## src/rtl/apjq_pkg.sv

```systemverilog
package apjq_pkg;

	localparam int ID_W     = 32;
	localparam int TIME_W   = 32;
	localparam int WAIT_W   = 24;
	localparam int COUNT_W  = 5;
	localparam int STATUS_W = 2;

	localparam logic [WAIT_W-1:0] MAX_WAIT_RESET = 24'd5000;

	typedef enum logic {
		OP_PUSH = 1'b0,
		OP_POP  = 1'b1
	} opcode_t;

	typedef enum logic [STATUS_W-1:0] {
		ST_PUSHED  = 2'd0,
		ST_POPPED  = 2'd1,
		ST_EMPTY   = 2'd2,
		ST_DROPPED = 2'd3
	} status_t;

	typedef enum logic [3:0] {
		S_IDLE,
		S_DECIDE,
		S_SCAN,
		S_MOVE_INIT,
		S_MOVE,
		S_DONE_PUSH,
		S_DONE_POP,
		S_DONE_EMPTY,
		S_DONE_FULL
	} state_t;

	typedef struct packed {
		logic    accept;
		logic    push_write;
		logic    occ_inc;
		logic    occ_dec;
		logic    scan_init;
		logic    scan_rd;
		logic    scan;
		logic    move_init;
		logic    move_rd;
		logic    move;
		logic    res_load;
		status_t res_status;
	} dp_cmd_t;

	typedef struct packed {
		logic pop;
		logic empty;
		logic full;
		logic more;
		logic rd_pend;
		logic hit;
		logic out_free;
	} dp_sts_t;

endpackage

```

## src/rtl/apjq_if.sv

```systemverilog
interface job_in_if;
	logic                             valid;
	logic                             ready;
	logic                             opcode;
	logic signed [apjq_pkg::ID_W-1:0] job_id;
	logic                             job_priority;
	logic [apjq_pkg::TIME_W-1:0]      time_ms;

	modport source (output valid, opcode, job_id, job_priority, time_ms, input ready);
	modport sink (input valid, opcode, job_id, job_priority, time_ms, output ready);
endinterface

interface job_out_if;
	logic                              valid;
	logic                              ready;
	logic [apjq_pkg::STATUS_W-1:0]     status;
	logic signed [apjq_pkg::ID_W-1:0]  out_id;
	logic                              out_priority;
	logic                              aged;
	logic [apjq_pkg::COUNT_W-1:0]      entry_count;

	modport source (output valid, status, out_id, out_priority, aged, entry_count,
		input ready);
	modport sink (input valid, status, out_id, out_priority, aged, entry_count,
		output ready);
endinterface

```

## src/rtl/apjq_ram.sv

```systemverilog
module apjq_ram #(
	parameter int WIDTH = 8,
	parameter int DEPTH = 16
) (
	input  logic                     clk,
	input  logic                     we,
	input  logic [$clog2(DEPTH)-1:0] waddr,
	input  logic [WIDTH-1:0]         wdata,
	input  logic                     re,
	input  logic [$clog2(DEPTH)-1:0] raddr,
	output logic [WIDTH-1:0]         rdata
);

	logic [WIDTH-1:0] mem_q [DEPTH];

	always_ff @(posedge clk) begin
		if (we) begin
			mem_q[waddr] <= wdata;
		end
		if (re) begin
			rdata <= mem_q[raddr];
		end
	end

endmodule

```

## src/rtl/apjq_ctrl.sv

```systemverilog
module apjq_ctrl (
	input  logic              clk,
	input  logic              arst_n,
	input  logic              in_valid,
	output logic              in_ready,
	input  apjq_pkg::dp_sts_t sts,
	output apjq_pkg::dp_cmd_t cmd
);
	import apjq_pkg::*;

	state_t state_q;
	state_t state_d;

	always_ff @(posedge clk or negedge arst_n) begin
		if (!arst_n) begin
			state_q <= S_IDLE;
		end else begin
			state_q <= state_d;
		end
	end

	always_comb begin
		state_d  = state_q;
		cmd      = '0;
		in_ready = 1'b0;
		unique case (state_q) inside
			S_IDLE: begin
				in_ready = 1'b1;
				if (in_valid) begin
					cmd.accept = 1'b1;
					state_d    = S_DECIDE;
				end
			end
			S_DECIDE: begin
				if (!sts.pop) begin
					if (sts.full) begin
						state_d = S_DONE_FULL;
					end else begin
						cmd.push_write = 1'b1;
						cmd.occ_inc    = 1'b1;
						state_d        = S_DONE_PUSH;
					end
				end else if (sts.empty) begin
					state_d = S_DONE_EMPTY;
				end else begin
					cmd.scan_init = 1'b1;
					state_d       = S_SCAN;
				end
			end
			S_SCAN: begin
				cmd.scan = 1'b1;
				if (sts.hit) begin
					state_d = S_MOVE_INIT;
				end else if (sts.more) begin
					cmd.scan_rd = 1'b1;
				end else if (!sts.rd_pend) begin
					state_d = S_MOVE_INIT;
				end
			end
			S_MOVE_INIT: begin
				cmd.move_init = 1'b1;
				state_d       = S_MOVE;
			end
			S_MOVE: begin
				cmd.move = 1'b1;
				if (sts.more) begin
					cmd.move_rd = 1'b1;
				end else if (!sts.rd_pend) begin
					cmd.occ_dec = 1'b1;
					state_d     = S_DONE_POP;
				end
			end
			S_DONE_PUSH, S_DONE_POP, S_DONE_EMPTY, S_DONE_FULL: begin
				unique case (state_q)
					S_DONE_PUSH:  cmd.res_status = ST_PUSHED;
					S_DONE_POP:   cmd.res_status = ST_POPPED;
					S_DONE_EMPTY: cmd.res_status = ST_EMPTY;
					default:      cmd.res_status = ST_DROPPED;
				endcase
				if (sts.out_free) begin
					cmd.res_load = 1'b1;
					state_d      = S_IDLE;
				end
			end
			default: begin
				state_d = S_IDLE;
			end
		endcase
	end

endmodule

```

## src/rtl/apjq_dp.sv

```systemverilog
module apjq_dp #(
	parameter int QUEUE_DEPTH = 16
) (
	input  logic                                clk,
	input  logic                                arst_n,
	input  apjq_pkg::dp_cmd_t                   cmd,
	output apjq_pkg::dp_sts_t                   sts,
	input  logic                                cfg_wr_en,
	input  logic [apjq_pkg::WAIT_W-1:0]         cfg_wr_data,
	input  logic                                opcode,
	input  logic signed [apjq_pkg::ID_W-1:0]    job_id,
	input  logic                                job_priority,
	input  logic [apjq_pkg::TIME_W-1:0]         time_ms,
	input  logic                                out_ready,
	output logic                                out_valid,
	output logic [apjq_pkg::STATUS_W-1:0]       out_status,
	output logic signed [apjq_pkg::ID_W-1:0]    out_id,
	output logic                                out_priority,
	output logic                                out_aged,
	output logic [apjq_pkg::COUNT_W-1:0]        out_entry_count
);
	import apjq_pkg::*;

	localparam int AW = $clog2(QUEUE_DEPTH);
	localparam int CW = $clog2(QUEUE_DEPTH + 1);
	localparam int EW = 1 + TIME_W + ID_W;

	logic [WAIT_W-1:0] max_wait_q;
	logic [CW-1:0]     occ_q;
	logic [CW-1:0]     idx_q;
	logic              rd_pend_q;
	logic [AW-1:0]     rd_idx_q;
	logic [AW-1:0]     pick_q;
	logic              op_q;
	logic [ID_W-1:0]   id_q;
	logic              prio_q;
	logic [TIME_W-1:0] time_q;
	logic [ID_W-1:0]   res_id_q;
	logic              res_prio_q;
	logic              res_aged_q;
	logic              out_valid_q;

	logic              ram_we;
	logic [AW-1:0]     ram_waddr;
	logic [EW-1:0]     ram_wdata;
	logic              ram_re;
	logic [EW-1:0]     ram_rdata;
	logic [ID_W-1:0]   r_id;
	logic [TIME_W-1:0] r_time;
	logic              r_prio;
	logic [TIME_W-1:0] wait_v;
	logic              ripe;
	logic              hit;

	assign r_id   = ram_rdata[ID_W-1:0];
	assign r_time = ram_rdata[ID_W +: TIME_W];
	assign r_prio = ram_rdata[EW-1];
	assign wait_v = time_q - r_time;
	assign ripe   = wait_v >= TIME_W'(max_wait_q);
	assign hit    = rd_pend_q && (r_prio || ripe);

	assign ram_re    = cmd.scan_rd || cmd.move_rd;
	assign ram_we    = cmd.push_write || (cmd.move && rd_pend_q);
	assign ram_waddr = cmd.push_write ? occ_q[AW-1:0] : rd_idx_q - AW'(1);
	assign ram_wdata = cmd.push_write ? {prio_q, time_q, id_q} : ram_rdata;

	apjq_ram #(
		.WIDTH(EW),
		.DEPTH(QUEUE_DEPTH)
	) u_ram (
		.clk  (clk),
		.we   (ram_we),
		.waddr(ram_waddr),
		.wdata(ram_wdata),
		.re   (ram_re),
		.raddr(idx_q[AW-1:0]),
		.rdata(ram_rdata)
	);

	assign sts.pop      = (op_q == OP_POP);
	assign sts.empty    = (occ_q == '0);
	assign sts.full     = (occ_q == CW'(QUEUE_DEPTH));
	assign sts.more     = (idx_q < occ_q);
	assign sts.rd_pend  = rd_pend_q;
	assign sts.hit      = hit;
	assign sts.out_free = !out_valid_q || out_ready;

	always_ff @(posedge clk or negedge arst_n) begin
		if (!arst_n) begin
			max_wait_q  <= MAX_WAIT_RESET;
			occ_q       <= '0;
			rd_pend_q   <= 1'b0;
			out_valid_q <= 1'b0;
		end else begin
			if (cfg_wr_en) begin
				max_wait_q <= cfg_wr_data;
			end
			if (cmd.occ_inc) begin
				occ_q <= occ_q + CW'(1);
			end else if (cmd.occ_dec) begin
				occ_q <= occ_q - CW'(1);
			end
			rd_pend_q <= ram_re;
			if (cmd.res_load) begin
				out_valid_q <= 1'b1;
			end else if (out_ready) begin
				out_valid_q <= 1'b0;
			end
		end
	end

	always_ff @(posedge clk) begin
		if (cmd.accept) begin
			op_q   <= opcode;
			id_q   <= job_id;
			prio_q <= job_priority;
			time_q <= time_ms;
		end
		if (cmd.scan_init) begin
			idx_q <= '0;
		end else if (cmd.move_init) begin
			idx_q <= CW'(pick_q) + CW'(1);
		end else if (ram_re) begin
			idx_q <= idx_q + CW'(1);
		end
		if (ram_re) begin
			rd_idx_q <= idx_q[AW-1:0];
		end
		if (cmd.scan && rd_pend_q && (rd_idx_q == '0 || hit)) begin
			res_id_q   <= r_id;
			res_prio_q <= r_prio;
			res_aged_q <= hit && !r_prio;
			pick_q     <= rd_idx_q;
		end
		if (cmd.res_load) begin
			out_status      <= cmd.res_status;
			out_id          <= (cmd.res_status == ST_POPPED) ? $signed(res_id_q) : '0;
			out_priority    <= (cmd.res_status == ST_POPPED) && res_prio_q;
			out_aged        <= (cmd.res_status == ST_POPPED) && res_aged_q;
			out_entry_count <= COUNT_W'(occ_q);
		end
	end

	assign out_valid = out_valid_q;

endmodule

```

## src/rtl/aging_priority_job_queue_top.sv

```systemverilog
// Aging priority job queue: a bounded queue of up to QUEUE_DEPTH jobs.
// Transactions arrive on job_in with an opcode (push or pop), a job id, a
// priority and a time in milliseconds. Every accepted transaction yields
// exactly one result transaction on job_out with a status, the popped job's
// id and priority, an aged flag and the entry count after the operation.
// The wait limit for free jobs is written through cfg_wr_en and cfg_wr_data.
// The user must write it only while the queue is idle; the block itself
// does not enforce this. The block works on one transaction at a time.
// A push or a rejected operation goes from the decide state straight to its
// done state. A pop scans the entries one per cycle from the head until a
// job qualifies, or takes the head when none does, waits for the last read
// data, and then moves the entries behind the chosen one up one per cycle,
// all through the single read port of the entry memory.
// A new transaction is accepted the cycle after the result is loaded.
// The result sits in an output register; when job_out stalls, the block
// holds the next result until the register is free and does not accept a
// new transaction meanwhile. Reset empties the queue and sets the wait limit
// to 5000 ms; the entry memory itself is not cleared.
module aging_priority_job_queue_top #(
	parameter int QUEUE_DEPTH = 16
) (
	input  logic                        clk,
	input  logic                        arst_n,
	input  logic                        cfg_wr_en,
	input  logic [apjq_pkg::WAIT_W-1:0] cfg_wr_data,
	job_in_if.sink                      job_in,
	job_out_if.source                   job_out
);
	import apjq_pkg::*;

	dp_cmd_t cmd;
	dp_sts_t sts;

	apjq_ctrl u_ctrl (
		.clk     (clk),
		.arst_n  (arst_n),
		.in_valid(job_in.valid),
		.in_ready(job_in.ready),
		.sts     (sts),
		.cmd     (cmd)
	);

	apjq_dp #(
		.QUEUE_DEPTH(QUEUE_DEPTH)
	) u_dp (
		.clk            (clk),
		.arst_n         (arst_n),
		.cmd            (cmd),
		.sts            (sts),
		.cfg_wr_en      (cfg_wr_en),
		.cfg_wr_data    (cfg_wr_data),
		.opcode         (job_in.opcode),
		.job_id         (job_in.job_id),
		.job_priority   (job_in.job_priority),
		.time_ms        (job_in.time_ms),
		.out_ready      (job_out.ready),
		.out_valid      (job_out.valid),
		.out_status     (job_out.status),
		.out_id         (job_out.out_id),
		.out_priority   (job_out.out_priority),
		.out_aged       (job_out.aged),
		.out_entry_count(job_out.entry_count)
	);

endmodule

```

## src/flat_wrapper.sv

```systemverilog
// flat-port wrapper written by rule: the top's interface ports become plain ports
module aging_priority_job_queue_top_flat import apjq_pkg::*;
#(
	parameter int QUEUE_DEPTH = 16
)
  (clk, arst_n, cfg_wr_en, cfg_wr_data, job_in_valid, job_in_opcode, job_in_job_id, job_in_job_priority, job_in_time_ms, job_in_ready, job_out_valid, job_out_status, job_out_out_id, job_out_out_priority, job_out_aged, job_out_entry_count, job_out_ready);
  job_in_if job_in_i ();
  job_out_if job_out_i ();
  input  logic clk;
  input  logic arst_n;
  input  logic cfg_wr_en;
  input  logic [apjq_pkg::WAIT_W-1:0] cfg_wr_data;
  input wire logic [$bits(job_in_i.valid)-1:0] job_in_valid;
  input wire logic [$bits(job_in_i.opcode)-1:0] job_in_opcode;
  input wire logic [$bits(job_in_i.job_id)-1:0] job_in_job_id;
  input wire logic [$bits(job_in_i.job_priority)-1:0] job_in_job_priority;
  input wire logic [$bits(job_in_i.time_ms)-1:0] job_in_time_ms;
  output wire logic [$bits(job_in_i.ready)-1:0] job_in_ready;
  output wire logic [$bits(job_out_i.valid)-1:0] job_out_valid;
  output wire logic [$bits(job_out_i.status)-1:0] job_out_status;
  output wire logic [$bits(job_out_i.out_id)-1:0] job_out_out_id;
  output wire logic [$bits(job_out_i.out_priority)-1:0] job_out_out_priority;
  output wire logic [$bits(job_out_i.aged)-1:0] job_out_aged;
  output wire logic [$bits(job_out_i.entry_count)-1:0] job_out_entry_count;
  input wire logic [$bits(job_out_i.ready)-1:0] job_out_ready;
  assign job_in_i.valid = job_in_valid;
  assign job_in_i.opcode = job_in_opcode;
  assign job_in_i.job_id = job_in_job_id;
  assign job_in_i.job_priority = job_in_job_priority;
  assign job_in_i.time_ms = job_in_time_ms;
  assign job_in_ready = job_in_i.ready;
  assign job_out_valid = job_out_i.valid;
  assign job_out_status = job_out_i.status;
  assign job_out_out_id = job_out_i.out_id;
  assign job_out_out_priority = job_out_i.out_priority;
  assign job_out_aged = job_out_i.aged;
  assign job_out_entry_count = job_out_i.entry_count;
  assign job_out_i.ready = job_out_ready;
  aging_priority_job_queue_top #(.QUEUE_DEPTH(QUEUE_DEPTH)) u_core (.clk(clk), .arst_n(arst_n), .cfg_wr_en(cfg_wr_en), .cfg_wr_data(cfg_wr_data), .job_in(job_in_i), .job_out(job_out_i));
endmodule
```

## config.mk

```make
export PLATFORM = sky130hd
export DESIGN_NAME = aging_priority_job_queue_top_flat
export DESIGN_NICKNAME = d
export VERILOG_FILES = /design/src/rtl/apjq_pkg.sv /design/src/rtl/apjq_if.sv /design/src/rtl/apjq_ram.sv /design/src/rtl/apjq_ctrl.sv /design/src/rtl/apjq_dp.sv /design/src/rtl/aging_priority_job_queue_top.sv /design/src/flat_wrapper.sv
export SDC_FILE = /design/constraint.sdc
export NUM_CORES = 1
export LEC_CHECK = 0
export ABC_AREA = 1
export BUFFER_PORTS_ARGS = -buffer_cell sky130_fd_sc_hd__buf_2
export CAP_MARGIN = 20
export CORE_ASPECT_RATIO = 1.4
export CORE_MARGIN = 2
export CORE_UTILIZATION = 50
export DETAILED_ROUTE_END_ITERATION = 7
export PLACE_DENSITY_LB_ADDON = 0.05
export SYNTH_ARGS = -nofsm -noshare
export SYNTH_HDL_FRONTEND = slang
export SYNTH_SLANG_ARGS = --single-unit
```

## constraint.sdc

```tcl
create_clock -name clk -period 6.1 [get_ports clk]
set_input_delay 0.305 -clock clk [delete_from_list [all_inputs] [get_ports clk]]
set_output_delay 0.305 -clock clk [all_outputs]
set_load 0.02 [all_outputs]
```

### Word-level counts from Yosys, hierarchy flattened

Memory sizes are Yosys's and may differ from the RTL's. A register that Yosys moved wholly into a read port is not among the register bits.
Cells that the tools add are included.

| storage, ports and cells | value |
|---|---|
| register bits after elaboration | 189 |
| bits in writable memories | 1040 |
| output and inout port bits | 43 |
| word-level logic and storage cells | 108 |
| memories kept | 1 |

| cells by class | value |
|---|---|
| add/sub/neg operators | 6 |
| order comparisons | 2 |
| equality and inequality tests | 16 |
| muxes and demuxes | 41 |
| reductions and logical operators | 22 |

Memory list:

| name | depth | width | rd ports | clocked after memory_dff | wr ports | line | RTL |
|---|---|---|---|---|---|---|---|
| u_core.u_dp.u_ram.mem_q | 16 | 65 | 1 | 1 | 1 | apjq_ram.sv:14 | `logic [WIDTH-1:0] mem_q [DEPTH];` |

Operators by type and width:

| cell | count |
|---|---|
| two-way mux 65 bit | 1 |
| two-way mux 4 bit | 10 |
| greater-or-equal comparator 32 x 24 -> 1 bit | 1 |
| subtractor 32 bit | 1 |
| one-hot mux 4 bit (6 select lines) | 1 |
| two-way mux 5 bit | 4 |
| two-way mux 1 bit | 17 |
| == test 4 x 3 -> 1 bit, second input constant | 4 |
| adder 5 x 1 -> 5 bit, second input constant | 2 |
| two-way mux 2 bit | 5 |
| == test 4 x 2 -> 1 bit, second input constant | 2 |
| logical NOT 4 bit | 2 |
| logical AND 1 bit | 7 |
| two-way mux 3 bit | 2 |
| inequality test 2 bit, second input constant | 3 |
| inequality test 3 bit, second input constant | 2 |
| one-hot mux 2 bit (3 select lines) | 1 |
| AND reduction 6 bit | 1 |
| nonzero test 2 bit | 3 |
| adder 4 x 1 -> 5 bit, second input constant | 1 |
| == test 5 bit, second input constant | 1 |
| logical NOT 5 bit | 1 |
| logical OR 1 bit | 5 |
| < comparator 5 bit | 1 |
| other kinds (8) | 9 |

### Logic depth before layout (Yosys ltp)

| logic depth | value |
|---|---|
| depth in word-level cells | 9 |
| gate-level depth with buffers | 32 |
| gate-level depth less buffers | 32 |

### Cells and area by module

A second synthesis with hierarchy kept.

| unflattened totals | value |
|---|---|
| cells, all modules | 5515 |
| area total of the unflattened synthesis | 57237.4 um2 |

By module, submodules not included:

| module | instances | cells an instance | area each (um2) |
|---|---|---|---|
| apjq_ram | 1 | 4276 | 46676.0 |
| apjq_dp | 1 | 1162 | 10095.9 |
| apjq_ctrl | 1 | 77 | 465.4 |

### Worst setup path after synthesis

No wires, ideal clock.

| timing | value |
|---|---|
| kind | register to register |
| start point | reg u_core.u_ctrl.state_q[2] |
| end point | reg u_core.u_dp.id_q[0] (enable) |
| arrival time | 5135 ps |
| setup slack | 393 ps |
| cell stages (with the launch flop) | 4 |
| path buffers | 0 |
| clock period less this slack | 5707 ps |
| cell sequence | dfrtp_1 > nor2_1 > inv_2 > nor3_1 |

RTL lines:

| element | line | RTL |
|---|---|---|
| start: declaration | apjq_ctrl.sv:11 | `state_t state_q;` |
| start signal: assignment | apjq_ctrl.sv:18 | `state_q <= state_d;` |
| end signal: assignment | apjq_dp.sv:115 | `id_q <= job_id;` |
| end: declaration | apjq_dp.sv:35 | `logic [ID_W-1:0] id_q;` |

### Worst setup path after layout

| timing | value |
|---|---|
| start point | reg u_core.u_dp.time_q[0] |
| end point | reg u_core.u_dp.res_id_q[30] (enable) |

| between the ends | value |
|---|---|
| longest elaborated chain between the ends | 6 |

Ends and longest elaborated chain:

| element | line | RTL |
|---|---|---|
| start: declaration | apjq_dp.sv:37 | `logic [TIME_W-1:0] time_q;` |
| start signal: assignment | apjq_dp.sv:117 | `time_q <= time_ms;` |
| subtractor 32 bit | apjq_dp.sv:58 | `assign wait_v = time_q - r_time;` |
| greater-or-equal comparator 32 x 24 -> 1 bit | apjq_dp.sv:59 | `assign ripe = wait_v >= TIME_W'(max_wait_q);` |
| logical OR 1 bit | apjq_dp.sv:60 | `assign hit = rd_pend_q && (r_prio \|\| ripe);` |
| logical AND 1 bit | apjq_dp.sv:60 |  |
| logical OR 1 bit | apjq_dp.sv:129 | `if (cmd.scan && rd_pend_q && (rd_idx_q == '0 \|\| hit)) begin` |
| logical AND 1 bit | apjq_dp.sv:129 |  |
| end signal: assignment | apjq_dp.sv:130 | `res_id_q <= r_id;` |
| end: declaration | apjq_dp.sv:38 | `logic [ID_W-1:0] res_id_q;` |

No other way between the ends.
A chain may end at the register's enable or synchronous reset.

==> impl_results.md <==
* Final instance area at 60400 µm²
* Total die area at roughly 110000 µm²
* Final HPWL DP at around 70000 µm
* Post-synth EDFFs at about 1300
* Slew margin rel. at 14.6%
* Final wirelength at roughly 130000 µm
* Flop pwr share at between 40% and 50%
* Endpoints failing hold at 0
* Area leader, netlist: edfxtp_1
* Syn nets at around 4000
* Delay of the slowest critical-path stage at just under 600 ps
* Slew @ Worst Pin at about 1300 ps
* Die X at 279 µm
* Leak at approximately 21 nW
* Final Cycle Share at between 70% and 80%
* Vias per std cell at between 5 and 6
* Most used DFF post-synth: edfxtp_1
* Synth top area cells: edfxtp_1, nor2_1, mux2i_1, nand2_1, o21ai_0
* RSZ-0062 raised after global routing: false
* Syn. warnings at 0
* Post-Syn Area at between 50000 and 60000 µm²
* Initial antenna violation count at 0
* Maximum number of buffers from clock root to sink at 3
* Worst-path clk slew at around 60 ps
* Initial Utilization at between 50% and 60%
* Gr usage total at 24.7%
* TritonCTS buffer count at 130
* Drc violations at 0
* # fillers at 8354
* Reg2reg end: u_core.u_dp.res_id_q[30]
* Clk_skew at 25.1 ps
* # port buffers at between 100 and 150
* Clock network fraction of design power at 25.0%
* Critical Path Most Common Cell: nand2_1
* # rows at 141
* CP Max Fanout at 26
* Multi-input combinational cell area at ~13000 µm²
* Worst hold stages at 6
* Register-to-register path setup slack at 1410 ps
* Sw Share at 36.2%
* Maxcap violations at 0
* Post-Syn Area per Cell at about 14 µm²
* Iteration-0 DRC Markers at ~2600
* CP Capture Type: flip-flop
* Slowest cell on crit path: inv_2
* Yosys cell types at 47
* Final worst slack at 1410 ps
* Synth cell count leaders: edfxtp_1, nor2_1, nand2_1
* Post-synthesis to final-layout area growth at 14.4%
* Most common cell in the synthesized netlist: edfxtp_1
* Root Driver: clkbuf_16
* Post-Syn Instances at about 3900
* Run status: finished clean
* RD Place Congestion at roughly 0.87
* F_max at 0.213 GHz
* Placed Area at 55400 µm²
* Nets at approximately 4300
* Vias in the first global route at between 30000 and 40000
* Dpl ws at roughly 1300 ps
* CP delay by family, top: simple AND/OR/NAND/NOR gates
* First-pass iteration count of the detailed router at 5
* Worst Hold End: u_core.u_ctrl.state_q[2]
* Die Y at ~400 µm
* CP Class: flip-flop to flip-flop
* Clock latency at the later pin of the worst-skew pair at 750 ps
* Share of the synthesized area in the top cell type at a little under three quarters
* Sequential standard cell area at 38700 µm²
* Pin count of the biggest net entering global routing at between 200 and 250
* VDD IR max at ~0.4 mV
* Worst path required time at about 6500 ps
* P_sw at 11.2 mW
* Fin crit period at between 4000 and 5000 ps
* Clk sinks at around 1300
* CTS tree: built
* Setup_tns at 0 ps
* Top-level I/O count at about 140
* Start of the worst register-to-register path: u_core.u_dp.time_q[0]
* Gate power share at between 30% and 40%
* Antenna Nets Post-Route at 0
* Setup violators final at 0
* Post-CTS setup buffer count at 0
* Synth Register Bits at between 1000 and 1500
* Share of layout cells above drive strength 1 at 11.3%
* Post-synth ARST share at about 2.7%
* Via count at 32256
* Critical path buffer and inverter count at 4
* Arr. time, crit path at 5120 ps
* Final Max Tran Viols at 0
* CORE AREA at ~110000 µm²
* WL per Instance at approximately 24 µm
* First-pass GRT wire length at roughly 200000 µm
* Total gr overflow at 0
* P_int at just under 20 mW
* H-tree Lvls at 4
* PwrDens at between 500 and 600 nW/µm²
* Util after Layout at between 50 and 60%
* Post-synthesis sequential area ratio at between 70% and 80%
* Worst setup SP type: flip-flop
* Worst Reg-to-Reg Cells at 29
* Worst Hold Class: input port to flip-flop
* Hold Startpoint: job_in_valid
* Antenna cells at 0
[worst max path at each step]
stage,from,endpoint,cells after the start
after floorplan,u_core.u_ctrl.state_q[2],u_core.u_dp.id_q[0],3
after global placement,u_core.u_dp.time_q[0],u_core.u_dp.res_id_q[26],29
after detailed placement,u_core.u_dp.time_q[0],u_core.u_dp.res_id_q[29],29
after CTS,u_core.u_dp.time_q[0],u_core.u_dp.res_id_q[27],29
after global routing,u_core.u_dp.time_q[0],u_core.u_dp.res_id_q[27],29
final,u_core.u_dp.time_q[0],u_core.u_dp.res_id_q[30],29
[cell families (layout without fill, tap and decap cells)]
group	Yosys count	after routing	share of synthesized area (%)
flip-flops	1294	1294	73.2
adder cells (fa/ha/maj)	66	66	1.59
AND/OR/NAND/NOR	1162	1162	8.90
buffers and inverters	445	782	3.24
AO/OA/AOI/OAI	708	708	8.87
multiplexers	193	193	3.67
XOR/XNOR	31	31	0.514
[stage by stage]
step	power, mW	hold WS [ps]	instances
5_1_grt	32.6	117	5594
2_1_floorplan	19.7	9.41	3899
3_3_place_gp	23.2	438	5263
4_1_cts	31.1	43.4	5591
3_5_place_dp	23.3	443	5263
6_report	30.9	97.7	5594
[cell usage in the layout (no fill, tap or decap), drive strengths merged, types with 21 or more instances in the layout]
cell type,Yosys,routed
o211ai,61,61
o32ai,61,61
o21ai,340,340
edfxtp,1254,1254
o221ai,190,190
nor2,526,526
xor2,21,21
nand2,507,507
a21oi,32,32
dfrtp,30,30
inv,226,236
clkinv,1,47
mux2i,190,190
nand3,95,95
buf,47,226
ha,64,64
clkbuf,171,173
dlygate4sd3,0,92
[state kept, by name (all words and copies together) (netlist names), 2 cells and up]
name	count
u_core.u_ctrl.state_q	4
u_core.u_dp.id_q	32
u_core.u_dp.idx_q	5
u_core.u_dp.max_wait_q	24
u_core.u_dp.occ_q	5
u_core.u_dp.out_entry_count	5
u_core.u_dp.out_id	32
u_core.u_dp.out_status	2
u_core.u_dp.pick_q	4
u_core.u_dp.rd_idx_q	4
u_core.u_dp.res_id_q	32
u_core.u_dp.time_q	32
u_core.u_dp.u_ram.mem_q	1040
u_core.u_dp.u_ram.rdata	65
[worst reg2reg max path, delay by kind of cell, from the launching register on]
kind	cells	cell delay, ps
adders and majority gates	3	810
xor gates and xnor gates	1	170
AOI/OAI and AO/OA	1	90
DFF	1	360
and+or+nand+nor	20	1740
buffers and inverters	4	1200
[power by group through the flow]
stage / clock (mW) / combinational, mW / sequential, mW
floorplan: 0 / 6.83 / 12.9
global placement: 0 / 10.3 / 13.0
detailed placement: 0 / 10.3 / 13.0
CTS: 7.86 / 10.4 / 12.8
global route: 8.20 / 11.5 / 12.9
finish: 7.71 / 10.4 / 12.8
[cell type report]
class / instances / share of cell area (%)
sequential: 1294 / 64.0
multi-input combinational: 2160 / 20.8
clock buffer: 172 / 5.86
timing repair buffer: 319 / 4.23
tap: 1358 / 2.81
inverter: 227 / 1.43
clock inverter: 64 / 0.850
[per-layer routing]
layer / wire, µm / GRT usage, % / up-vias / share of wire, %
li1: - / - / 14854 / -
met1: 58200 / 33.7 / 16260 / 43
met2: 65500 / 41.3 / 954 / 49
met3: 7230 / 3.70 / 188 / 5.4
met4: 3050 / 7.27 / 0 / 2.3
met5: 0 / 0 / - / 0
[timing repair]
action,4_1_cts,5_1_grt
setup endpoints to repair,0,0
hold buffers,92,0
hold endpoints to repair,121,0
resized for setup,0,0
(Power assumes the default switching activity.)
